$ cat src/rtl/bcr_pkg.sv
// Shared constants, types and handshake structs for the bypass crossfade ramp.
package bcr_pkg;

   localparam int unsigned SampleW = 24;
   localparam int unsigned RampW = 16;
   localparam int unsigned MixW = 17;
   localparam int unsigned IoCh = 2;
   localparam int unsigned ChannelsDefault = 2;
   localparam int unsigned DivSteps = 17;
   localparam int unsigned DivCntW = $clog2(DivSteps);
   localparam logic [RampW-1:0] RampReset = 16'd480;

   typedef logic signed [SampleW-1:0] sample_type;

   typedef struct packed {
      logic             start;
      logic [RampW-1:0] completed;
      logic [RampW-1:0] total;
   } div_req_type;

   typedef struct packed {
      logic            done;
      logic [MixW-1:0] mix;
   } div_rsp_type;

   typedef struct packed {
      logic            go;
      sample_type      src;
      sample_type      dst;
      logic [MixW-1:0] mix;
   } lerp_req_type;

   typedef struct packed {
      logic       valid;
      sample_type result;
   } lerp_rsp_type;

endpackage

$ cat src/rtl/bypass_crossfade_ramp.sv
// Top level: stereo bypass switch with a linear crossfade ramp.
//
//   group   dir  tdata (low bit up)                         tuser       tlast
//   req_    in   wet_left, wet_right, dry_left, dry_right   processed   end_of_block
//   rsp_    out  out_left, out_right                        fading      -
//   csr_    in   wr_data = ramp_frames                      -           -
//
// A frame outside a crossfade goes from accept straight to the output register.
// A faded frame runs 17 divider steps and picks up the mix; then, per channel, it
// issues once into the shared multiply pipeline and waits for the result; last, it
// loads the output register.
// req_tready is low while a frame is in work; a stalled result waits in the
// output register while the next frame is accepted. Synchronous reset.
module bypass_crossfade_ramp
   import bcr_pkg::*;
#(
   parameter int unsigned CHANNELS = ChannelsDefault
) (
   input  logic                     clock,
   input  logic                     reset,
   input  logic                     req_tvalid,
   output logic                     req_tready,
   input  logic [4*SampleW-1:0]     req_tdata,   // wet_left, wet_right, dry_left, dry_right
   input  logic                     req_tuser,   // processed
   input  logic                     req_tlast,   // end_of_block
   output logic                     rsp_tvalid,
   input  logic                     rsp_tready,
   output logic [2*SampleW-1:0]     rsp_tdata,   // out_left, out_right
   output logic                     rsp_tuser,   // fading
   input  logic                     csr_wr_en,
   input  logic [RampW-1:0]         csr_wr_data
);

   localparam int unsigned NumLanes = (CHANNELS < IoCh) ? CHANNELS : IoCh;
   localparam int unsigned LaneW = (IoCh > 1) ? $clog2(IoCh) : 1;
   localparam logic [LaneW-1:0] LastLane = LaneW'(NumLanes - 1);

   localparam logic [2:0] ST_IDLE   = 3'd0;
   localparam logic [2:0] ST_DIV    = 3'd1;
   localparam logic [2:0] ST_ISSUE  = 3'd2;
   localparam logic [2:0] ST_WAIT   = 3'd3;
   localparam logic [2:0] ST_FINISH = 3'd4;

   logic [2:0]         state_ff, state_in;
   logic [RampW-1:0]   ramp_ff;
   sample_type         start_ff [IoCh];
   sample_type         start_in [IoCh];
   sample_type         held_ff [IoCh];
   sample_type         wet_ff [IoCh];
   sample_type         dry_ff [IoCh];
   sample_type         res_ff [IoCh];
   sample_type         res_in [IoCh];
   sample_type         wet_in [IoCh];
   sample_type         dry_in [IoCh];
   logic [RampW-1:0]   total_ff, total_in;
   logic [RampW-1:0]   remain_ff, remain_in, remain_new;
   logic               prior_ff, prior_in;
   logic               started_ff, started_in;
   logic               from_dry_ff, from_dry_in;
   logic               proc_ff, eob_ff, fading_ff, fading_in;
   logic [LaneW-1:0]   lane_ff, lane_in;
   logic               accept;
   logic               out_free;
   logic               rsp_valid_ff;
   sample_type         out_ff [IoCh];
   logic               out_fading_ff;
   div_req_type        div_req;
   div_rsp_type        div_rsp;
   lerp_req_type       lerp_req;
   lerp_rsp_type       lerp_rsp;

   assign accept = req_tvalid && req_tready;
   assign req_tready = (state_ff == ST_IDLE);
   assign out_free = !rsp_valid_ff || rsp_tready;

   always_comb begin
      wet_in[0] = req_tdata[SampleW-1:0];
      wet_in[1] = req_tdata[2*SampleW-1:SampleW];
      dry_in[0] = req_tdata[3*SampleW-1:2*SampleW];
      dry_in[1] = req_tdata[4*SampleW-1:3*SampleW];
      total_in = total_ff;
      remain_new = remain_ff;
      prior_in = prior_ff;
      started_in = started_ff;
      from_dry_in = from_dry_ff;
      for (int c = 0; c < IoCh; c++) begin
         start_in[c] = start_ff[c];
         res_in[c] = (c < NumLanes) ? (req_tuser ? wet_in[c] : dry_in[c]) : '0;
      end
      if (!started_ff) begin
         started_in = 1'b1;
         prior_in = req_tuser;
      end else if (req_tuser != prior_ff) begin
         total_in = (ramp_ff == '0) ? RampW'(1) : ramp_ff;
         remain_new = total_in;
         for (int c = 0; c < IoCh; c++) begin
            start_in[c] = held_ff[c];
         end
         from_dry_in = req_tuser && (remain_ff == '0);
         prior_in = req_tuser;
      end
      fading_in = remain_new != '0;
      remain_in = fading_in ? remain_new - 1'b1 : remain_new;
      div_req.start = accept && fading_in;
      div_req.total = total_in;
      div_req.completed = total_in - remain_new + 1'b1;
   end

   always_comb begin
      lerp_req.go = (state_ff == ST_ISSUE);
      lerp_req.src = from_dry_ff ? dry_ff[lane_ff] : start_ff[lane_ff];
      lerp_req.dst = proc_ff ? wet_ff[lane_ff] : dry_ff[lane_ff];
      lerp_req.mix = div_rsp.mix;
   end

   always_comb begin
      state_in = state_ff;
      lane_in = lane_ff;
      case (state_ff)
         ST_IDLE: begin
            if (accept) begin
               state_in = fading_in ? ST_DIV : ST_FINISH;
               lane_in = '0;
            end
         end
         ST_DIV: begin
            if (div_rsp.done) begin
               state_in = ST_ISSUE;
            end
         end
         ST_ISSUE: begin
            state_in = ST_WAIT;
         end
         ST_WAIT: begin
            if (lerp_rsp.valid) begin
               if (lane_ff == LastLane) begin
                  state_in = ST_FINISH;
               end else begin
                  lane_in = lane_ff + 1'b1;
                  state_in = ST_ISSUE;
               end
            end
         end
         ST_FINISH: begin
            if (out_free) begin
               state_in = ST_IDLE;
            end
         end
         default: begin
            state_in = ST_IDLE;
         end
      endcase
   end

   always_ff @(posedge clock) begin
      if (reset) begin
         state_ff <= ST_IDLE;
         lane_ff <= '0;
         ramp_ff <= RampReset;
         total_ff <= '0;
         remain_ff <= '0;
         prior_ff <= 1'b0;
         started_ff <= 1'b0;
         from_dry_ff <= 1'b0;
         rsp_valid_ff <= 1'b0;
         for (int c = 0; c < IoCh; c++) begin
            start_ff[c] <= '0;
            held_ff[c] <= '0;
         end
      end else begin
         state_ff <= state_in;
         lane_ff <= lane_in;
         if (csr_wr_en) begin
            ramp_ff <= csr_wr_data;
         end
         if (accept) begin
            total_ff <= total_in;
            remain_ff <= remain_in;
            prior_ff <= prior_in;
            started_ff <= started_in;
            from_dry_ff <= from_dry_in;
            for (int c = 0; c < IoCh; c++) begin
               start_ff[c] <= start_in[c];
            end
         end
         if (state_ff == ST_FINISH && out_free) begin
            rsp_valid_ff <= 1'b1;
            if (eob_ff) begin
               for (int c = 0; c < IoCh; c++) begin
                  held_ff[c] <= res_ff[c];
               end
            end
         end else if (rsp_tready) begin
            rsp_valid_ff <= 1'b0;
         end
      end
      if (accept) begin
         proc_ff <= req_tuser;
         eob_ff <= req_tlast;
         fading_ff <= fading_in;
         for (int c = 0; c < IoCh; c++) begin
            wet_ff[c] <= wet_in[c];
            dry_ff[c] <= dry_in[c];
            res_ff[c] <= res_in[c];
         end
      end else if (state_ff == ST_WAIT && lerp_rsp.valid) begin
         res_ff[lane_ff] <= lerp_rsp.result;
      end
      if (state_ff == ST_FINISH && out_free) begin
         out_fading_ff <= fading_ff;
         for (int c = 0; c < IoCh; c++) begin
            out_ff[c] <= res_ff[c];
         end
      end
   end

   bcr_div u_div (
      .clock (clock),
      .reset (reset),
      .req   (div_req),
      .rsp   (div_rsp)
   );

   bcr_lerp u_lerp (
      .clock (clock),
      .reset (reset),
      .req   (lerp_req),
      .rsp   (lerp_rsp)
   );

   assign rsp_tvalid = rsp_valid_ff;
   assign rsp_tdata = {out_ff[1], out_ff[0]};
   assign rsp_tuser = out_fading_ff;

endmodule

$ cat src/rtl/bcr_div.sv
// Serial restoring divider for the Q1.16 crossfade mix fraction.
module bcr_div
   import bcr_pkg::*;
(
   input  logic        clock,
   input  logic        reset,
   input  div_req_type req,
   output div_rsp_type rsp
);

   logic                 busy_ff, busy_in;
   logic                 done_ff, done_in;
   logic [DivCntW-1:0]   cnt_ff, cnt_in;
   logic [RampW:0]       rem_ff, rem_in;
   logic [RampW-1:0]     dvs_ff, dvs_in;
   logic [MixW-1:0]      quo_ff, quo_in;
   logic [RampW:0]       trial;
   logic                 ge;

   // first step compares completed against total, later steps shift in zeros
   always_comb begin
      trial = (cnt_ff == '0) ? rem_ff : {rem_ff[RampW-1:0], 1'b0};
      ge = trial >= {1'b0, dvs_ff};
      busy_in = busy_ff;
      done_in = 1'b0;
      cnt_in = cnt_ff;
      rem_in = rem_ff;
      dvs_in = dvs_ff;
      quo_in = quo_ff;
      if (req.start) begin
         busy_in = 1'b1;
         cnt_in = '0;
         rem_in = {1'b0, req.completed};
         dvs_in = req.total;
      end else if (busy_ff) begin
         rem_in = ge ? trial - {1'b0, dvs_ff} : trial;
         quo_in = {quo_ff[MixW-2:0], ge};
         if (cnt_ff == DivCntW'(DivSteps - 1)) begin
            busy_in = 1'b0;
            done_in = 1'b1;
         end else begin
            cnt_in = cnt_ff + 1'b1;
         end
      end
   end

   always_ff @(posedge clock) begin
      if (reset) begin
         busy_ff <= 1'b0;
         done_ff <= 1'b0;
         cnt_ff <= '0;
      end else begin
         busy_ff <= busy_in;
         done_ff <= done_in;
         cnt_ff <= cnt_in;
      end
      rem_ff <= rem_in;
      dvs_ff <= dvs_in;
      quo_ff <= quo_in;
   end

   assign rsp.done = done_ff;
   assign rsp.mix = quo_ff;

endmodule

$ cat src/rtl/bcr_lerp.sv
// Three-stage interpolate unit: difference, multiply by mix, round and saturate.
module bcr_lerp
   import bcr_pkg::*;
(
   input  logic         clock,
   input  logic         reset,
   input  lerp_req_type req,
   output lerp_rsp_type rsp
);

   localparam int unsigned DiffW = SampleW + 1;
   localparam int unsigned ProdW = DiffW + MixW + 1;
   localparam int unsigned QW = ProdW - 16;
   localparam int unsigned SumW = QW + 1;

   logic                    v1_ff, v2_ff, v3_ff;
   logic signed [DiffW-1:0] diff_ff, diff_in;
   sample_type              src1_ff, src2_ff;
   logic [MixW-1:0]         mix1_ff;
   logic signed [ProdW-1:0] prod_ff, prod_in;
   logic [ProdW-1:0]        rnd;
   logic [QW-1:0]           quo;
   logic [SumW-1:0]         sum;
   logic                    ovf_hi, ovf_lo;
   sample_type              res_ff, res_in;

   always_comb begin
      diff_in = {req.dst[SampleW-1], req.dst} - {req.src[SampleW-1], req.src};
      prod_in = $signed(diff_ff) * $signed({1'b0, mix1_ff});
      rnd = prod_ff + ProdW'(32768);
      quo = rnd[ProdW-1:16];
      sum = {{(SumW - SampleW){src2_ff[SampleW-1]}}, src2_ff} + {quo[QW-1], quo};
      ovf_hi = !sum[SumW-1] && (sum[SumW-2:SampleW-1] != '0);
      ovf_lo = sum[SumW-1] && (sum[SumW-2:SampleW-1] != '1);
      if (ovf_hi) begin
         res_in = {1'b0, {(SampleW - 1){1'b1}}};
      end else if (ovf_lo) begin
         res_in = {1'b1, {(SampleW - 1){1'b0}}};
      end else begin
         res_in = sum[SampleW-1:0];
      end
   end

   always_ff @(posedge clock) begin
      if (reset) begin
         v1_ff <= 1'b0;
         v2_ff <= 1'b0;
         v3_ff <= 1'b0;
      end else begin
         v1_ff <= req.go;
         v2_ff <= v1_ff;
         v3_ff <= v2_ff;
      end
      diff_ff <= diff_in;
      src1_ff <= req.src;
      mix1_ff <= req.mix;
      prod_ff <= prod_in;
      src2_ff <= src1_ff;
      res_ff <= res_in;
   end

   assign rsp.valid = v3_ff;
   assign rsp.result = res_ff;

endmodule

$ cat config.mk
export PLATFORM = sky130hd
export DESIGN_NAME = bypass_crossfade_ramp
export DESIGN_NICKNAME = d
export VERILOG_FILES = /design/src/rtl/bcr_pkg.sv /design/src/rtl/bypass_crossfade_ramp.sv /design/src/rtl/bcr_div.sv /design/src/rtl/bcr_lerp.sv
export SDC_FILE = /design/constraint.sdc
export NUM_CORES = 2
export LEC_CHECK = 0
export BUFFER_PORTS_ARGS = -buffer_cell sky130_fd_sc_hd__buf_2
export CORE_MARGIN = 4
export CORE_UTILIZATION = 51
export CTS_BUF_LIST = sky130_fd_sc_hd__clkbuf_16
export DETAILED_ROUTE_END_ITERATION = 10
export MAX_ROUTING_LAYER = met4
export PLACE_DENSITY = 0.68
export SLEW_MARGIN = 40
export SYNTH_ARGS = -nofsm -noshare
export SYNTH_HDL_FRONTEND = slang
export SYNTH_SLANG_ARGS = --single-unit
$ cat constraint.sdc
create_clock -name clock -period 7.9 [get_ports clock]
set_clock_uncertainty 0.15 [all_clocks]
set_input_delay 0.79 -clock clock [delete_from_list [all_inputs] [get_ports clock]]
set_output_delay 0.79 -clock clock [all_outputs]
set_load 0.02 [all_outputs]
Word level (Yosys, flattened, before mapping)
Memory sizes are Yosys's and may differ from the RTL's. A register that Yosys moved wholly into a read port is not among the register bits.
Cells that the tools add are included.

storage, ports and cells
  bits in registers = 277
  memory bits (writable) = 288
  input bits = 119
  output and inout port bits = 51
  word-level logic and storage cells = 160
  memories kept = 6

memories
  memory    depth  width  read ports  clocked after Yosys merged registers in  write ports  line                         RTL
  dry_ff    2      24     1           1                                        2            bypass_crossfade_ramp.sv:50  sample_type dry_ff [IoCh];
  held_ff   2      24     2           0                                        2            bypass_crossfade_ramp.sv:48  sample_type held_ff [IoCh];
  out_ff    2      24     2           0                                        2            bypass_crossfade_ramp.sv:65  sample_type out_ff [IoCh];
  res_ff    2      24     2           0                                        2            bypass_crossfade_ramp.sv:51  sample_type res_ff [IoCh];
  start_ff  2      24     1           1                                        2            bypass_crossfade_ramp.sv:46  sample_type start_ff [IoCh];
  wet_ff    2      24     1           1                                        2            bypass_crossfade_ramp.sv:49  sample_type wet_ff [IoCh];

operators by class
  add/sub/neg operators = 9
  multipliers = 1
  magnitude comparators = 1
  equal/unequal tests = 14
  muxes and demuxes = 64
  bitwise operators = 7
  reductions and logical operators = 29

operators with widths
  operator                  number
  $mux W24                  10
  $mux W16                  8
  $mux W48                  2
  $add A43 B17 Y43 const B  1
  $mul A25 B18 Y43          1
  $mux W1                   34
  $mux W17                  2
  $logic_not A16 Y1         2
  $add A24 B27 Y28          1
  $sub A24 B24 Y25          1
  $reduce_or A24 Y1         1
  $mux W3                   6
  $ge A17 B16 Y1            1
  $sub A17 B16 Y17          1
  $add A16 B1 Y16 const B   1
  $reduce_bool A16 Y1       1
  $sub A16 B1 Y16 const B   1
  $sub A16 B16 Y16          1
  $pmux W3 S5               1
  $reduce_and A3 Y1         3
  $ne A2 B1 Y1 const B      4
  $logic_and A1 B1 Y1       7
  $eq A3 B2 Y1 const B      2
  $reduce_and A2 Y1         3
  other kinds (21)          30

Logic depth before layout (Yosys ltp)
  depth in word-level cells = 8
  gate-level depth with buffers = 25
  depth with buffers taken out = 24

Cells and area by module
Synthesis repeated with hierarchy kept, for this count alone.

unflattened totals
  cell total of the unflattened synthesis = 3694
  area total of the unflattened synthesis = 39917.0 µm²

by module, submodules not included
  module                 instances  cells an instance  area an instance (µm²)  sequential area each (µm²)
  bcr_lerp               1          2258               21030.2                 2902.8
  bypass_crossfade_ramp  1          1141               15636.2                 9909.5
  bcr_div                1          295                3250.6                  1631.6

Worst setup path after synthesis
No wires, ideal clock.

  path kind = reg-to-reg
  from = reg u_lerp.diff_ff[24]
  to = reg u_lerp.prod_ff[42]
  library setup time = 0.121 ns
  arrival time = 6.106 ns
  data required time = 7.629 ns
  setup slack = 1.523 ns
  stages on the path, launching flop included = 24
  buffers on the path = 2
  period minus slack after synthesis = 6.377 ns
  path through = dfxtp_1 clkbuf_1 clkbuf_1 nand2_1 fa_1 inv_1 fa_1 fa_1 fa_1 fa_1 inv_1 fa_1 inv_1 ha_1 a21o_1 a21o_1 a21oi_1 nor2b_1 o21ai_0 nand2b_1 a21oi_1 nor2b_1 a311o_1 xnor2_1

between the ends
  word-level cells in the longest chain between the ends = 1

RTL lines
  item                          line            RTL
  from (decl)                   bcr_lerp.sv:17  logic signed [DiffW-1:0] diff_ff, diff_in;
  from (signal assigned)        bcr_lerp.sv:54  diff_ff <= diff_in;
  $mul A25 B18 Y43              bcr_lerp.sv:29  prod_in = $signed(diff_ff) * $signed({1'b0, mix1_ff});
  named net u_lerp.prod_in[42]  bcr_lerp.sv:20  logic signed [ProdW-1:0] prod_ff, prod_in;
  to (signal assigned)          bcr_lerp.sv:57  prod_ff <= prod_in;
  to (decl)                     bcr_lerp.sv:20

The timed path passes the listed nets, and every way through them passes these cells.
A chain may end at the register's enable or synchronous reset.

Worst setup path after layout
  from = reg u_lerp.diff_ff[6]
  to = reg u_lerp.prod_ff[39]

Same word-level chain as after synthesis.

==> results.json <==
{
  "outcome": "finished, final reports clean",
  "r2r-start": "u_lerp.diff_ff[6]",
  "r2r_end": "u_lerp.prod_ff[39]",
  "clk_latency_ns": 0.65,
  "synth_top_area_share_pct": 26.26,
  "syn-cell-area_sq_um": 38990,
  "die_h_microns": 284.5,
  "synth.area.top_cells": "edfxtp_1 26%, fa_1 21%, dfxtp_1 11%, ha_1 6.4%, inv_1 5.5%",
  "r2r_slack_ns": 0.75,
  "maxCapViolations": 0,
  "numCtsBuffers": 58,
  "worst_slew_pin_slew_ns": 0.8944,
  "wire_per_inst_microns": 18.76,
  "setup_viol": 0,
  "vias": 25480,
  "synth-async-reset-ratio_pct": 0,
  "cts_htree_levels": 2,
  "max_freq_mhz": 139.9,
  "clockBufferDepth": 3,
  "hold_path_class": "flop to flop",
  "cts_root_buf": "clkbuf_16",
  "dr.pass1.iters": 6,
  "drt_iter0_drc": 1677,
  "gp_congestion": 0.9037,
  "dieArea_sq_um": 80950,
  "grt_pass1_vias": 26280,
  "port_buffers": 169,
  "ctsHoldBuffers": 0,
  "crit_required_ns": 8.28,
  "route.detailed.drc": 0,
  "ff2ff_path_depth": 22,
  "crit_type": "flop to flop",
  "ys_warn_count": 0,
  "hold_end": "u_lerp.src2_ff[17]",
  "cts_resized": 0,
  "clkTransAtPathRegs_ns": 0.07,
  "seq_area_frac_synth_pct": 37.04,
  "place_hpwl_microns": 68060,
  "antenna_found_initial": 4,
  "hold_viol": 0,
  "fillCellCount": 6496,
  "path_max_fanout": 17,
  "grt_setup_unrepaired": "false",
  "grt_max_degree": 71,
  "io_pins": 170,
  "synth_area_leader_cell": "edfxtp_1",
  "synth_area_per_cell_sq_um": 10.84,
  "cts_setup_buffers": 0,
  "maxSlewHeadroom_pct": 40.29,
  "yosys-top-cells-count": "568 x inv_1, 420 x nand2_1, 418 x fa_1",
  "instances_no_fill": 4774,
  "antenna_left": 0,
  "totalWireLength_microns": 89540,
  "post-route-period-util_pct": 90.47,
  "synth_nets": 4336,
  "rows": 101,
  "cts_sinks": 551,
  "viasPerCell": 5.336,
  "hold_depth": 0,
  "gr-total-overflow": 0,
  "met2_usage_pct": 35.79,
  "synth_edf_count": 341,
  "drive_gt1_share_pct": 11.36,
  "grt_busiest_layer": "met2",
  "synth_cell_types": 74,
  "dp_cells": 4660,
  "grt_pass1_wl_microns": 146000,
  "layout.nets": 4483,
  "end_kind": "flop",
  "die_w_microns": 284.5,
  "areaGrowthSynthToFinish_pct": 10.19,
  "syn_inst": 3598,
  "track_usage_pct": 23.33,
  "cp-start-kind": "flop",
  "cts_tree": "built",
  "start_util_pct": 51.43,
  "use_met1_pct": 33.01,
  "setup_tns_ns": 0,
  "critPathArrivalTime_ns": 7.53,
  "ys_seq_elements": 551,
  "worstHoldStart": "u_lerp.src1_ff[17]",
  "timing.final.crit_period_ns": 7.147,
  "synth-main-ff-cell": "edfxtp_1",
  "synthMostInstantiatedCell": "inv_1",
  "core_sq_um": 75820,
  "grt_use_met3_pct": 3.937,
  "slew_viol_final": 0
}
critical path: stages (launching register included):
cell and delay, ns:
dfxtp_1 0.78, and2_1 0.25, fa_1 0.42, inv_1 0.07, fa_1 0.43, fa_1 0.50, fa_1 0.54, inv_1 0.05
fa_1 0.47, inv_1 0.05, fa_1 0.48, inv_1 0.04, ha_1 0.27, and3_1 0.18, a221oi_1 0.36, a2bb2oi_1 0.29
a211o_1 0.30, a21boi_0 0.18, o21ai_0 0.40, a21oi_1 0.19, or2_2 0.33, a21oi_1 0.19, xnor2_1 0.14
per-stage QoR:
stage               worst slack, ns  util, %  hold WS (ns)  area, sq um
floorplan                     1.523        -        0.1596        38990
global placement             0.7851    53.95        0.1598        40910
detailed placement           0.6707    53.98        0.1621        40930
CTS                          0.6311    56.58        0.1542        42900
global route                 0.3963    56.67        0.1640        42970
finish                       0.7529    56.67        0.1758        42970
placed cells by master (no fill, tap or decap), drive strengths merged, types with 8 or more instances in the layout:
master,synthesis,layout
inv,569,578
nand2,421,421
fa,418,418
edfxtp,341,341
and2,314,314
buf,20,216
dfxtp,210,210
ha,201,201
a21oi,142,142
nor2,125,125
o21ai,108,108
xnor2,91,91
mux2i,86,86
clkbuf,109,58
xor2,48,48
mux4,48,48
a21o,38,38
nor3,38,38
nand3,33,33
clkinv,0,28
nor2b,25,25
mux2,17,17
and3,17,17
nand2b,16,16
nand4,13,13
a211o,13,13
o21a,12,12
a31oi,10,10
nor4,9,9
and4,9,9
a21boi,9,9
o31ai,8,8
o21bai,8,8
or3,8,8
logic make-up (layout without fill, tap and decap cells):
| kind of cell | count (synthesis) | in the layout | synth area share (%) |
|---|---|---|---|
| AND/OR/NAND/NOR | 1045 | 1045 | 13.18 |
| buffers and inverters | 698 | 894 | 6.812 |
| adder cells (fa/ha/maj) | 619 | 619 | 27.91 |
| flip-flops | 551 | 551 | 37.04 |
| AO/OA/AOI/OAI | 395 | 395 | 6.466 |
| multiplexers | 151 | 151 | 5.471 |
| XOR/XNOR | 139 | 139 | 3.122 |
| other | 0 | 2 | 0 |
how the worst max path moves through the flow:
stage,start,cells after the start,endpoint,slack [ns]
6_report,u_lerp.diff_ff[6],22,u_lerp.prod_ff[39],0.75
5_1_grt,u_lerp.diff_ff[6],22,u_lerp.prod_ff[39],0.40
4_1_cts,u_lerp.mix1_ff[3],22,u_lerp.prod_ff[41],0.63
3_5_place_dp,u_lerp.mix1_ff[3],22,u_lerp.prod_ff[41],0.67
3_3_place_gp,u_lerp.mix1_ff[3],22,u_lerp.prod_ff[39],0.79
2_1_floorplan,u_lerp.diff_ff[24],23,u_lerp.prod_ff[42],1.52
routing by layer:
layer,vias to the layer above,wire length (microns)
met5,-,0
met4,0,1772
met1,12610,40740
met2,747,41090
met3,119,5939
li1,12000,-
registers in the layout, indices dropped and copies added, names as in the netlist, 3 cells and up, named ones only:
name and count:
dry_ff 48, held_ff 48, out_ff 48, res_ff 48, start_ff 48, wet_ff 48
u_lerp.prod_ff 28, u_lerp.diff_ff 25, u_lerp.res_ff 24, u_lerp.src1_ff 24, u_lerp.src2_ff 24, u_div.quo_ff 17
u_div.rem_ff 17, u_lerp.mix1_ff 17, ramp_ff 16, remain_ff 16, total_ff 16, u_div.dvs_ff 16
u_div.cnt_ff 5, state_ff 3
cell type report:
| type | count | area (sq um) | area share [%] |
|---|---|---|---|
| Clock buffer | 58 | 1451 | 3.378 |
| Sequential cell | 551 | 14450 | 33.64 |
| Inverter | 569 | 2138 | 4.977 |
| Timing Repair Buffer | 216 | 1230 | 2.863 |
| Multi-Input combinational cell | 2349 | 21950 | 51.09 |
| Antenna cell | 2 | 5.005 | 0.01165 |
| Clock inverter | 51 | 515.5 | 1.200 |
| Tap cell | 978 | 1224 | 2.848 |
Power is not shown: default switching activity piles up to over one toggle a cycle in this logic, so the estimate is an artifact.
